**src/mtep_pkg.sv**
```systemverilog
// Shared types and constants for the MIDI track event parser.
package mtep_pkg;

	localparam int unsigned TimeBitsDefault = 32;
	localparam int unsigned QueueDepth = 2;

	typedef enum logic [3:0] {
		PH_MAGIC, PH_SIZE, PH_DELTA, PH_STATUS, PH_DATA1, PH_DATA2, PH_SKIP1,
		PH_SYSLEN, PH_SKIP, PH_MTYPE, PH_MLEN, PH_MDATA, PH_HALT
	} phase_t;

	typedef enum logic [2:0] {
		KIND_CHANNEL = 3'd0,
		KIND_TEMPO   = 3'd1,
		KIND_TIMESIG = 3'd2,
		KIND_EOT     = 3'd3,
		KIND_ERROR   = 3'd4
	} kind_t;

	localparam logic [7:0] MetaEot     = 8'h2F;
	localparam logic [7:0] MetaTempo   = 8'h51;
	localparam logic [7:0] MetaTimeSig = 8'h58;
	localparam logic [7:0] StatusMeta  = 8'hFF;

	// Classified event handed from the front part to the back part.
	typedef struct packed {
		kind_t       kind;
		logic [31:0] tstamp;
		logic [7:0]  status;
		logic [31:0] payload;
	} evt_t;

	function automatic logic [7:0] magic_byte(input logic [1:0] idx);
		logic [7:0] r;
		case (idx)
			2'd0: r = 8'h4D;
			2'd1: r = 8'h54;
			2'd2: r = 8'h72;
			default: r = 8'h6B;
		endcase
		return r;
	endfunction

endpackage

```
**src/mtep_front.sv**
```systemverilog
// Front part: byte parser state machine that classifies events.
module mtep_front #(
	parameter int unsigned TIME_BITS = mtep_pkg::TimeBitsDefault
) (
	input  logic              clk,
	input  logic              arst_n,
	input  logic              in_valid,
	input  logic [7:0]        data_byte,
	input  logic              track_start,
	input  logic              q_full,
	output logic              ev_push,
	output mtep_pkg::evt_t    ev
);

	mtep_pkg::phase_t phase_q, phase_d, ph;
	logic [2:0]           byte_index_q, byte_index_d, bi;
	logic [27:0]          delta_accum_q, delta_accum_d, da;
	logic [1:0]           delta_bytes_q, delta_bytes_d, db;
	logic [TIME_BITS-1:0] tick_q, tick_d, tk;
	logic [7:0]           running_q, running_d, rs;
	logic [7:0]           current_q, current_d;
	logic [7:0]           held_q, held_d;
	logic [27:0]          skip_q, skip_d, sk;
	logic [7:0]           mtype_q, mtype_d;
	logic [7:0]           mlen_q, mlen_d;
	logic [7:0]           midx_q, midx_d;
	logic [31:0]          mpay_q, mpay_d;
	logic [27:0]          vlq;
	logic [31:0]          tk32;
	logic [7:0]           st;
	logic [7:0]           mi;
	logic [31:0]          mp;
	logic                 fresh;
	logic                 in_take;

	assign in_take = in_valid && !q_full;

	always_ff @(posedge clk or negedge arst_n) begin
		if (!arst_n) begin
			phase_q <= mtep_pkg::PH_MAGIC;
			byte_index_q <= '0;
			delta_accum_q <= '0;
			delta_bytes_q <= '0;
			tick_q <= '0;
			running_q <= '0;
			current_q <= '0;
			held_q <= '0;
			skip_q <= '0;
			mtype_q <= '0;
			mlen_q <= '0;
			midx_q <= '0;
			mpay_q <= '0;
		end else if (in_take) begin
			phase_q <= phase_d;
			byte_index_q <= byte_index_d;
			delta_accum_q <= delta_accum_d;
			delta_bytes_q <= delta_bytes_d;
			tick_q <= tick_d;
			running_q <= running_d;
			current_q <= current_d;
			held_q <= held_d;
			skip_q <= skip_d;
			mtype_q <= mtype_d;
			mlen_q <= mlen_d;
			midx_q <= midx_d;
			mpay_q <= mpay_d;
		end
	end

	always_comb begin
		// A track start clears everything before the byte is examined.
		ph = track_start ? mtep_pkg::PH_MAGIC : phase_q;
		bi = track_start ? 3'd0 : byte_index_q;
		da = track_start ? 28'd0 : delta_accum_q;
		db = track_start ? 2'd0 : delta_bytes_q;
		tk = track_start ? '0 : tick_q;
		rs = track_start ? 8'd0 : running_q;
		sk = track_start ? 28'd0 : skip_q;
		phase_d = ph;
		byte_index_d = bi;
		delta_accum_d = da;
		delta_bytes_d = db;
		tick_d = tk;
		running_d = rs;
		current_d = track_start ? 8'd0 : current_q;
		held_d = track_start ? 8'd0 : held_q;
		skip_d = sk;
		mtype_d = track_start ? 8'd0 : mtype_q;
		mlen_d = track_start ? 8'd0 : mlen_q;
		midx_d = track_start ? 8'd0 : midx_q;
		mpay_d = track_start ? 32'd0 : mpay_q;
		vlq = '0;
		st = '0;
		fresh = 1'b0;
		mi = '0;
		mp = '0;
		ev_push = 1'b0;
		ev.kind = mtep_pkg::KIND_ERROR;
		ev.status = 8'h00;
		ev.payload = '0;
		tk32 = 32'(tk);
		ev.tstamp = tk32;
		unique case (ph)
			mtep_pkg::PH_MAGIC: begin
				if (data_byte != mtep_pkg::magic_byte(bi[1:0])) begin
					ev_push = 1'b1;
					phase_d = mtep_pkg::PH_HALT;
				end else if (bi == 3'd3) begin
					byte_index_d = '0;
					phase_d = mtep_pkg::PH_SIZE;
				end else begin
					byte_index_d = bi + 3'd1;
				end
			end
			mtep_pkg::PH_SIZE: begin
				if (bi == 3'd3) begin
					byte_index_d = '0;
					phase_d = mtep_pkg::PH_DELTA;
				end else begin
					byte_index_d = bi + 3'd1;
				end
			end
			mtep_pkg::PH_DELTA: begin
				vlq = {da[20:0], data_byte[6:0]};
				if (data_byte[7] && db != 2'd3) begin
					delta_accum_d = vlq;
					delta_bytes_d = db + 2'd1;
				end else begin
					tick_d = tk + TIME_BITS'(vlq);
					delta_accum_d = '0;
					delta_bytes_d = '0;
					phase_d = mtep_pkg::PH_STATUS;
				end
			end
			mtep_pkg::PH_STATUS: begin
				fresh = data_byte[7];
				if (fresh) begin
					st = data_byte;
					running_d = (data_byte < 8'hF0) ? data_byte : 8'd0;
				end else begin
					st = rs;
				end
				current_d = st;
				if (!fresh && rs == 8'd0) begin
					ev_push = 1'b1;
					phase_d = mtep_pkg::PH_HALT;
				end else begin
					case (st[7:4])
						4'h8, 4'h9, 4'hA, 4'hB, 4'hE: begin
							if (fresh) phase_d = mtep_pkg::PH_DATA1;
							else begin
								held_d = data_byte;
								phase_d = mtep_pkg::PH_DATA2;
							end
						end
						4'hC, 4'hD: begin
							phase_d = fresh ? mtep_pkg::PH_SKIP1 : mtep_pkg::PH_DELTA;
						end
						4'hF: begin
							if (st == 8'hF0 || st == 8'hF7) begin
								skip_d = '0;
								delta_bytes_d = '0;
								phase_d = mtep_pkg::PH_SYSLEN;
							end else if (st == mtep_pkg::StatusMeta) begin
								phase_d = mtep_pkg::PH_MTYPE;
							end else begin
								ev_push = 1'b1;
								phase_d = mtep_pkg::PH_HALT;
							end
						end
						default: begin
							ev_push = 1'b1;
							phase_d = mtep_pkg::PH_HALT;
						end
					endcase
				end
			end
			mtep_pkg::PH_DATA1: begin
				held_d = data_byte;
				phase_d = mtep_pkg::PH_DATA2;
			end
			mtep_pkg::PH_DATA2: begin
				ev_push = 1'b1;
				ev.kind = mtep_pkg::KIND_CHANNEL;
				ev.status = current_d;
				ev.payload = {16'd0, held_d, data_byte};
				phase_d = mtep_pkg::PH_DELTA;
			end
			mtep_pkg::PH_SKIP1: phase_d = mtep_pkg::PH_DELTA;
			mtep_pkg::PH_SYSLEN: begin
				vlq = {sk[20:0], data_byte[6:0]};
				skip_d = vlq;
				if (data_byte[7] && db != 2'd3) begin
					delta_bytes_d = db + 2'd1;
				end else begin
					delta_bytes_d = '0;
					phase_d = (vlq != 28'd0) ? mtep_pkg::PH_SKIP : mtep_pkg::PH_DELTA;
				end
			end
			mtep_pkg::PH_SKIP: begin
				vlq = (sk != 28'd0) ? sk - 28'd1 : sk;
				skip_d = vlq;
				if (vlq == 28'd0) phase_d = mtep_pkg::PH_DELTA;
			end
			mtep_pkg::PH_MTYPE: begin
				mtype_d = data_byte;
				phase_d = mtep_pkg::PH_MLEN;
			end
			mtep_pkg::PH_MLEN: begin
				mlen_d = data_byte;
				midx_d = '0;
				mpay_d = '0;
				if (mtype_d == mtep_pkg::MetaEot) begin
					ev_push = 1'b1;
					phase_d = mtep_pkg::PH_HALT;
					if (data_byte == 8'd0) begin
						ev.kind = mtep_pkg::KIND_EOT;
						ev.status = mtep_pkg::StatusMeta;
					end
				end else if (mtype_d == mtep_pkg::MetaTempo) begin
					if (data_byte != 8'd3) begin
						ev_push = 1'b1;
						phase_d = mtep_pkg::PH_HALT;
					end else phase_d = mtep_pkg::PH_MDATA;
				end else if (mtype_d == mtep_pkg::MetaTimeSig) begin
					if (data_byte != 8'd4) begin
						ev_push = 1'b1;
						phase_d = mtep_pkg::PH_HALT;
					end else phase_d = mtep_pkg::PH_MDATA;
				end else begin
					skip_d = {20'd0, data_byte};
					phase_d = (data_byte != 8'd0) ? mtep_pkg::PH_SKIP : mtep_pkg::PH_DELTA;
				end
			end
			mtep_pkg::PH_MDATA: begin
				mp = {mpay_d[23:0], data_byte};
				mi = midx_d + 8'd1;
				mpay_d = mp;
				midx_d = mi;
				if (mi >= mlen_d) begin
					phase_d = mtep_pkg::PH_DELTA;
					ev_push = 1'b1;
					ev.status = mtep_pkg::StatusMeta;
					ev.payload = mp;
					ev.kind = (mtype_d == mtep_pkg::MetaTempo) ?
						mtep_pkg::KIND_TEMPO : mtep_pkg::KIND_TIMESIG;
				end
			end
			mtep_pkg::PH_HALT: ;
			default: phase_d = mtep_pkg::PH_HALT;
		endcase
		ev_push = ev_push && in_take;
	end

endmodule

```
**src/mtep_back.sv**
```systemverilog
// Back part: event queue and result formatting into output fields.
module mtep_back (
	input  logic              clk,
	input  logic              arst_n,
	input  logic              ev_push,
	input  mtep_pkg::evt_t    ev,
	output logic              q_full,
	output logic              out_valid,
	input  logic              out_stall,
	output logic [2:0]        event_kind,
	output logic [31:0]       timestamp,
	output logic [3:0]        command,
	output logic [3:0]        channel,
	output logic [7:0]        first_data,
	output logic [7:0]        second_data,
	output logic [23:0]       tempo_us,
	output logic [7:0]        sig_numerator,
	output logic [7:0]        sig_denominator,
	output logic [7:0]        sig_clocks,
	output logic [7:0]        sig_32nds
);

	localparam int unsigned PtrW = $clog2(mtep_pkg::QueueDepth);

	mtep_pkg::evt_t   mem_q [mtep_pkg::QueueDepth];
	logic [PtrW-1:0]  wr_q, rd_q;
	logic [PtrW:0]    cnt_q;
	logic             pop;
	mtep_pkg::evt_t   head;

	assign out_valid = cnt_q != '0;
	assign q_full = cnt_q == (PtrW + 1)'(mtep_pkg::QueueDepth);
	assign pop = out_valid && !out_stall;
	assign head = mem_q[rd_q];

	always_ff @(posedge clk) begin
		if (ev_push) mem_q[wr_q] <= ev;
	end

	always_ff @(posedge clk or negedge arst_n) begin
		if (!arst_n) begin
			wr_q <= '0;
			rd_q <= '0;
			cnt_q <= '0;
		end else begin
			if (ev_push) wr_q <= wr_q + 1'b1;
			if (pop) rd_q <= rd_q + 1'b1;
			cnt_q <= cnt_q + (PtrW + 1)'(ev_push) - (PtrW + 1)'(pop);
		end
	end

	always_comb begin
		event_kind = head.kind;
		timestamp = head.tstamp;
		command = head.status[7:4];
		channel = head.status[3:0];
		first_data = '0;
		second_data = '0;
		tempo_us = '0;
		sig_numerator = '0;
		sig_denominator = '0;
		sig_clocks = '0;
		sig_32nds = '0;
		case (head.kind)
			mtep_pkg::KIND_CHANNEL: begin
				first_data = head.payload[15:8];
				second_data = head.payload[7:0];
			end
			mtep_pkg::KIND_TEMPO: tempo_us = head.payload[23:0];
			mtep_pkg::KIND_TIMESIG: begin
				sig_numerator = head.payload[31:24];
				sig_denominator = head.payload[23:16];
				sig_clocks = head.payload[15:8];
				sig_32nds = head.payload[7:0];
			end
			default: ;
		endcase
	end

endmodule

```
**src/midi_track_event_parser.sv**
```systemverilog
// Top level of the MIDI track event parser.
//
//  channel | valid     | stall     | payload
//  input   | in_valid  | in_stall  | data_byte, track_start
//  output  | out_valid | out_stall | event_kind .. sig_32nds
//
// One byte is taken per cycle unless the queue is full; the parser state
// machine in the front part decides each byte combinationally. Results go
// through a two-entry event queue. Input stalls only when that queue is full,
// so the sender can keep going while the receiver stalls a while.
// Reset is asynchronous and active low and clears all control state.
module midi_track_event_parser #(
	parameter int unsigned TIME_BITS = mtep_pkg::TimeBitsDefault
) (
	input  logic        clk,
	input  logic        arst_n,
	input  logic        in_valid,
	output logic        in_stall,
	input  logic [7:0]  data_byte,
	input  logic        track_start,
	output logic        out_valid,
	input  logic        out_stall,
	output logic [2:0]  event_kind,
	output logic [31:0] timestamp,
	output logic [3:0]  command,
	output logic [3:0]  channel,
	output logic [7:0]  first_data,
	output logic [7:0]  second_data,
	output logic [23:0] tempo_us,
	output logic [7:0]  sig_numerator,
	output logic [7:0]  sig_denominator,
	output logic [7:0]  sig_clocks,
	output logic [7:0]  sig_32nds
);

	logic           q_full;
	logic           ev_push;
	mtep_pkg::evt_t ev;

	// Stall whenever the queue cannot take another event.
	assign in_stall = q_full;

	mtep_front #(.TIME_BITS(TIME_BITS)) u_front (
		.clk, .arst_n, .in_valid, .data_byte, .track_start, .q_full,
		.ev_push, .ev
	);

	mtep_back u_back (
		.clk, .arst_n, .ev_push, .ev, .q_full, .out_valid, .out_stall,
		.event_kind, .timestamp, .command, .channel, .first_data, .second_data,
		.tempo_us, .sig_numerator, .sig_denominator, .sig_clocks, .sig_32nds
	);

endmodule

```
**config.mk**
```make
export PLATFORM = sky130hd
export DESIGN_NAME = midi_track_event_parser
export DESIGN_NICKNAME = d
export VERILOG_FILES = /design/src/mtep_pkg.sv /design/src/mtep_front.sv /design/src/mtep_back.sv /design/src/midi_track_event_parser.sv
export SDC_FILE = /design/constraint.sdc
export NUM_CORES = 1
export LEC_CHECK = 0
export ABC_CLOCK_PERIOD_IN_PS = 6400
export BUFFER_PORTS_ARGS = -buffer_cell sky130_fd_sc_hd__buf_2
export CORE_MARGIN = 2
export CORE_UTILIZATION = 45
export DETAILED_ROUTE_END_ITERATION = 16
export GPL_TIMING_DRIVEN = 0
export PLACE_DENSITY_LB_ADDON = 0.12
export SLEW_MARGIN = 10
export SYNTH_ARGS = -nofsm -noshare
export SYNTH_HDL_FRONTEND = slang
export SYNTH_HIERARCHICAL = 1
export SYNTH_SLANG_ARGS = --single-unit
```
**constraint.sdc**
```tcl
create_clock -name clk -period 6.4 [get_ports clk]
set_clock_uncertainty 0.1 [all_clocks]
set_input_delay 0.32 -clock clk [delete_from_list [all_inputs] [get_ports clk]]
set_output_delay 0.32 -clock clk [all_outputs]
set_load 0.02 [all_outputs]
```
# --- Word-level counts from Yosys, hierarchy flattened ---
# Memory sizes are Yosys's and may differ from the RTL's.
# Cells that the tools add are included.
totals:
  regBits: 166
  ramBits: 150
  wordCells: 189
  memories: 1
op_classes:
  add_sub_neg: 9
  magnitude_cmp: 2
  eq_ne: 36
  muxes: 101
  reduce_logical: 24
mem_list:
  columns: ["name", "depth", "width", "read_ports", "rd_ports_with_merged_regs", "write_ports", "line_no", "rtl"]
  rows:
  - ["u_back.mem_q", 2, 75, 1, 0, 1, "mtep_back.sv:25", "mtep_pkg::evt_t mem_q [mtep_pkg::QueueDepth];"]
op_table:
  columns: ["cell", "count"]
  rows:
  - ["2-to-1 mux 28 bit", 8]
  - ["2-to-1 mux 8 bit", 26]
  - ["one-hot mux 28 bit (4 select lines)", 1]
  - ["2-to-1 mux 32 bit", 3]
  - ["one-hot mux 32 bit (2 select lines)", 1]
  - ["2-to-1 mux 21 bit", 3]
  - ["2-to-1 mux 4 bit", 15]
  - ["nonzero test 28 bit", 2]
  - ["equality test 4 bit, second input constant", 13]
  - ["2-to-1 mux 24 bit", 2]
  - ["one-hot mux 24 bit (2 select lines)", 1]
  - ["one-hot mux 4 bit (12 select lines)", 1]
  - ["2-to-1 mux 40 bit", 1]
  - ["adder 32 x 28 -> 32 bit", 1]
  - ["one-hot mux 8 bit (2 select lines)", 2]
  - ["2-to-1 mux 3 bit", 10]
  - ["logical NOT 28 bit", 1]
  - ["subtractor 28 x 1 -> 28 bit, second input constant", 1]
  - ["equality test 8 bit, second input constant", 3]
  - ["one-hot mux 8 bit (3 select lines)", 1]
  - ["one-hot mux 6 bit (3 select lines)", 1]
  - ["equality test 4 x 3 -> 1 bit, second input constant", 4]
  - ["equality test 8 x 7 -> 1 bit, second input constant", 2]
  - ["logical NOT 8 bit", 2]
  - ["38 further kinds", 67]

# --- Depth between registers and ports, before layout ---
depth:
  depth_word: 12
  mapped_depth: 20
  depth_no_buf: 14

# --- Hierarchy ---
# Netlist, hierarchy kept.
by_module_without_submodules:
  columns: ["mod", "n_inst", "cells_each", "area_each_um2", "seq_area_each_um2"]
  rows:
  - ["mtep_front", 1, 1292, 10973.0, 4053.9]
  - ["mtep_back", 1, 348, 6224.7, 4604.4]

# --- Worst setup path before layout ---
# Ideal clock, no wire load.
synth_path:
  path_kind: "input -> register"
  startpoint: "input track_start"
  endpoint: "memory u_back/mem_q[0][0] (netlist bit), enable pin"
  arrival_time_ps: 7258
  t_required_ps: 5782
  slack_ps: -1476
  stages: 18
  path_cell_list: "buf_2 clkbuf_1 buf_1 clkbuf_1 clkbuf_1 clkbuf_1 nor2b_1 ha_1 ha_1 a21o_1 a21o_1 a21o_1 a21o_1 a2111oi_1 nor3_1 o21ai_0 a311oi_1 nor2b_1"
synth_between:
  elab_chain_cells: 12
  elab_cells_between_ends: 52
  classes_between: "add/sub (1); order compare (1); eq/ne (21); mux (22); reduce/logical (7)"
synth_rtl:
  columns: ["item", "line_no", "rtl"]
  rows:
  - ["start: declaration", "midi_track_event_parser.sv:20", "input logic track_start,"]
  - ["parallel branches: the longest is 8 deep, another holds adder 8 x 1 -> 8 bit", null, null]
  - ["one-hot mux 1 bit (5 select lines) (*)", "mtep_front.sv:103", "unique case (ph)"]
  - ["logical AND 1 bit (*)", "mtep_front.sv:252", "ev_push = ev_push && in_take;"]
  - ["net ev_push", "midi_track_event_parser.sv:37", "logic ev_push;"]
  - ["2-to-1 mux 1 bit (*)", "mtep_back.sv:37", "if (ev_push) mem_q[wr_q] <= ev;"]
  - ["2-to-1 mux 1 bit (not written as such) (*)", "mtep_back.sv:37", null]
  - ["end: declaration", "mtep_back.sv:25", null]
# Mark *: on every way through the listed nets, which the timed path passes. The select of a mux whose other input is x is not followed.

# --- Final worst setup path ---
layout_path:
  startpoint: "input track_start"
  endpoint: "memory u_back/mem_q[1][70] (netlist bit), enable pin"
# Same word-level chain as after synthesis.

==> key figures <==
Power
  – Gate power share: 0.346
  – Seq pwr share: 0.358
  – Pint: 4.41 mW
  – Pwr Density: 353 nW/µm²
  – Clock Power Share: 0.296
  – P_leak: about 8.1 nW
  – Worst VDD drop: about 0.00021 V
  – Net switching power: approximately 2.6 mW
  – Net Sw Frac: 0.369

CTS
  – Num CTS Buffers: 36
  – H-Tree Depth: 2
  – Clk Latency, worst-skew pair: between 0.5 and 0.6 ns
  – Sinks on Clock Net: roughly 320
  – CTS tree: built
  – Root Buffer: clkbuf_16
  – CTS clk-pin slew, worst paths: roughly 0.060 ns
  – Post-CTS setup buffers: 0
  – Max Root-Sink Buffers: 3

Final layout
  – Layout area overhead: 15.1%
  – Layout cells sized above 1: 0.170
  – Layout Nets: roughly 1900
  – Leading cell type in the layout, fill and taps excluded: dfrtp_1
  – Non-filler cells, final: around 2300
  – Commonest cells after routing, fill and taps aside: 166 x dfrtp_1, 150 x edfxtp_1, 147 x buf_2, 137 x nand2_1, 121 x o21ai_0
  – Ant. Diodes: 0
  – Final instance area: just under 20000 µm²

Flow run
  – Max cap viols: 0

STA
  – RSZ-0062 raised after global routing: false
  – Hold Fails Final Rpt: 0
  – Worst hold slack: 0.163 ns
  – Final slew viol count: 0
  – Final min period: between 5 and 6 ns
  – Setup TNS: 0 ns
  – Final setup viols: 0
  – Crit share post-route: 0.928
  – Slew HR: 0.202
  – Fmax: 168 MHz
  – Worst Tran Pin Value: ~1.2 ns
  – Post-layout worst setup margin: around 0.46 ns

Worst setup path
  – Worst reg2reg path startpoint: u_front/midx_q[0]$_DFFE_PN0P_
  – WP data required: ~6.5 ns
  – Worst R2R Setup Slack: roughly 1.8 ns
  – Critical path type: in2reg
  – R2R depth: 14
  – CP startpoint kind: input port
  – Crit. End Element: register
  – Worst Path Max Fanout: 55
  – Worst path arrival time: ~6 ns
  – Reg2reg end: u_back/mem_q[0][60]$_DFFE_PP_

Route
  – Remaining antenna violation count after routing: 0
  – Vias/cell: roughly 6.0
  – Final wirelength: 53100 µm
  – Routed vias: roughly 14000
  – Drt first pass iters: 8
  – Initial DRC count: ~1300
  – WL/cell: 22.6 µm
  – DRC Markers: 0

Yosys
  – Largest family of logic cells by synthesized area: compound AO/OA/AOI/OAI gates
  – Synth Cell Area: ~17000 µm²
  – Mapped Cells: between 1500 and 2000
  – Complex-gate fraction of the synthesized area: 0.215
  – Post-synthesis net count: approximately 1700
  – Async set-reset flop share out of synthesis: 0.525
  – Synth Area in Adders: 0.0324
  – Proportion of synthesized area in mux cells: 0.0517
  – Synth Area in XOR/XNOR: 0.0194
  – Sequential area share after synthesis: 0.503
  – Simple-Gate Fraction of Synth Area: 0.143
  – Mean Syn Cell Area: ~10 µm²
  – Warnings from Yosys: 6
  – Number of synthesized flops with an enable pin: 150
  – Distinct cells, synth: 83
  – Prevailing post-synth register cell: dfrtp_1
  – #FFs+latches synth: 316

GRT
  – Largest net degree at the start of global routing: between 100 and 150
  – First-pass GRT wire length: roughly 80000 µm
  – Global route overflow: 0
  – Number of global-route vias before repair: between 10000 and 15000
  – GRT Overall Usage: 0.269
  – Initial antenna violation count: 0

Floorplanning
  – Ports: 130
  – Initial Util: 0.457
  – FP Rows: 71
  – Chip width: between 150 and 200 µm
  – DIE AREA: around 40000 µm²
  – Core area: 37700 µm²
  – Die extent in y: ~200 µm

Placement
  – Detailed placement HPWL: 38100 µm
  – GPL Wtd Cong: between 0.9 and 1
  – Dpl ws: -1.98 ns
  – DP Area: 18600 µm²
  – # placed instances: roughly 2300
  – Number of port buffers: 129

Min path
  – Hold Path Class: in2reg
  – Hold worst-path end: u_front/running_q[6]$_DFFE_PN0P_
  – Hold_sp: track_start
  – Hold-critical path depth: 4

Outcome
  – Status: finished, final reports clean
==> worst max-delay path: stages <==
cell       delay (ns)
buf_2            0.12
buf_2            0.28
inv_2            0.34
clkbuf_1         0.63
clkbuf_1         0.56
buf_1            0.46
nand2_1          0.11
ha_1             0.32
a21o_1           0.17
a21o_1           0.18
a21o_1           0.17
a21o_1           0.17
a2111oi_1        0.66
nor3_1           0.20
o21ai_0          0.42
a311oi_2         0.29
and2_4           0.36
buf_16           0.25
==> power by group through the flow <==
stage	clock network, mW	registers [mW]	logic (mW)
finish	2.07	2.50	2.42
global route	2.20	2.52	2.61
CTS	2.11	2.49	2.39
detailed placement	0	2.53	2.38
global placement	0	2.53	2.36
floorplan	0	2.48	1.64
==> worst max path at each step <==
stage | start | endpoint | cells past startpoint
detailed placement | track_start | u_back/mem_q[0][67]$_DFFE_PP_ | 21
global placement | track_start | u_back/mem_q[1][67]$_DFFE_PP_ | 19
CTS | track_start | u_back/mem_q[1][55]$_DFFE_PP_ | 19
global route | track_start | u_back/mem_q[1][58]$_DFFE_PP_ | 18
floorplan | track_start | u_back/mem_q[1][0]$_DFFE_PP_ | 18
finish | track_start | u_back/mem_q[1][70]$_DFFE_PP_ | 18
==> final cells by class <==
cell class | instances | area, µm²
Buffer | 118 | 534
Clock buffer | 48 | 998
Clock inverter | 15 | 175
Fill cell | 3439 | 17900
Inverter | 17 | 63.8
Multi-Input combinational cell | 1188 | 7970
Sequential cell | 316 | 8660
Tap cell | 511 | 639
Timing Repair Buffer | 134 | 761
==> Yosys cell counts (37+ instances only) <==
cell type / number / area, µm²
mux2_2: 46 / 518
nor2_1: 98 / 368
a21oi_1: 104 / 521
mux2i_1: 37 / 370
o21ai_0: 121 / 606
a22o_1: 77 / 674
edfxtp_1: 150 / 4500
clkbuf_1: 82 / 308
nor2b_1: 78 / 488
a22oi_1: 58 / 435
ha_1: 43 / 538
dfrtp_1: 166 / 4150
nand2_1: 137 / 514
==> kinds of logic (layout without fill, tap and decap cells) <==
family	after synthesis	count (layout)
AOI/OAI and AO/OA	540	540
and+or+nand+nor	482	483
DFF	316	316
buffers and inverters	137	332
muxes	83	83
adders and majority gates	44	44
xor gates and xnor gates	38	38
==> per-stage QoR <==
stage	power, mW	util
final	6.99	0.526
after global routing	7.32	0.526
after CTS	7.00	0.526
after detailed placement	4.91	0.494
after global placement	4.89	0.491
after floorplan	4.12	-
==> registers in the layout, summed over array words and instances, names as in the netlist <==
| register | flops |
|---|---|
| u_front/mtype_q | 8 |
| u_front/phase_q | 4 |
| u_back/rd_q | 1 |
| u_back/wr_q | 1 |
| u_front/running_q | 8 |
| u_front/held_q | 8 |
| u_front/current_q | 8 |
| u_front/mpay_q | 24 |
| u_front/byte_index_q | 3 |
| u_front/mlen_q | 8 |
| u_front/skip_q | 28 |
| u_front/delta_bytes_q | 2 |
| u_front/midx_q | 8 |
| u_back/mem_q | 150 |
| u_front/delta_accum_q | 21 |
| u_back/cnt_q | 2 |
| u_front/tick_q | 32 |
==> routing by layer <==
metal | up-vias | global-route usage | wire (µm)
li1 | 6490 | - | -
met1 | 6961 | 0.380 | 24000
met2 | 542 | 0.417 | 23900
met3 | 105 | 0.0500 | 3450
met4 | 0 | 0.0878 | 1680
met5 | - | 0 | 0
==> what timing repair did <==
item | 4_1_cts | 5_1_grt
endpoints found under the hold margin | 65 | 0
cloned | 1 | 0
hold buffers | 1 | 0
setup endpoints to repair | 244 | 84
resized for setup | 4 | 2
Power figures use the tool's default switching activity.
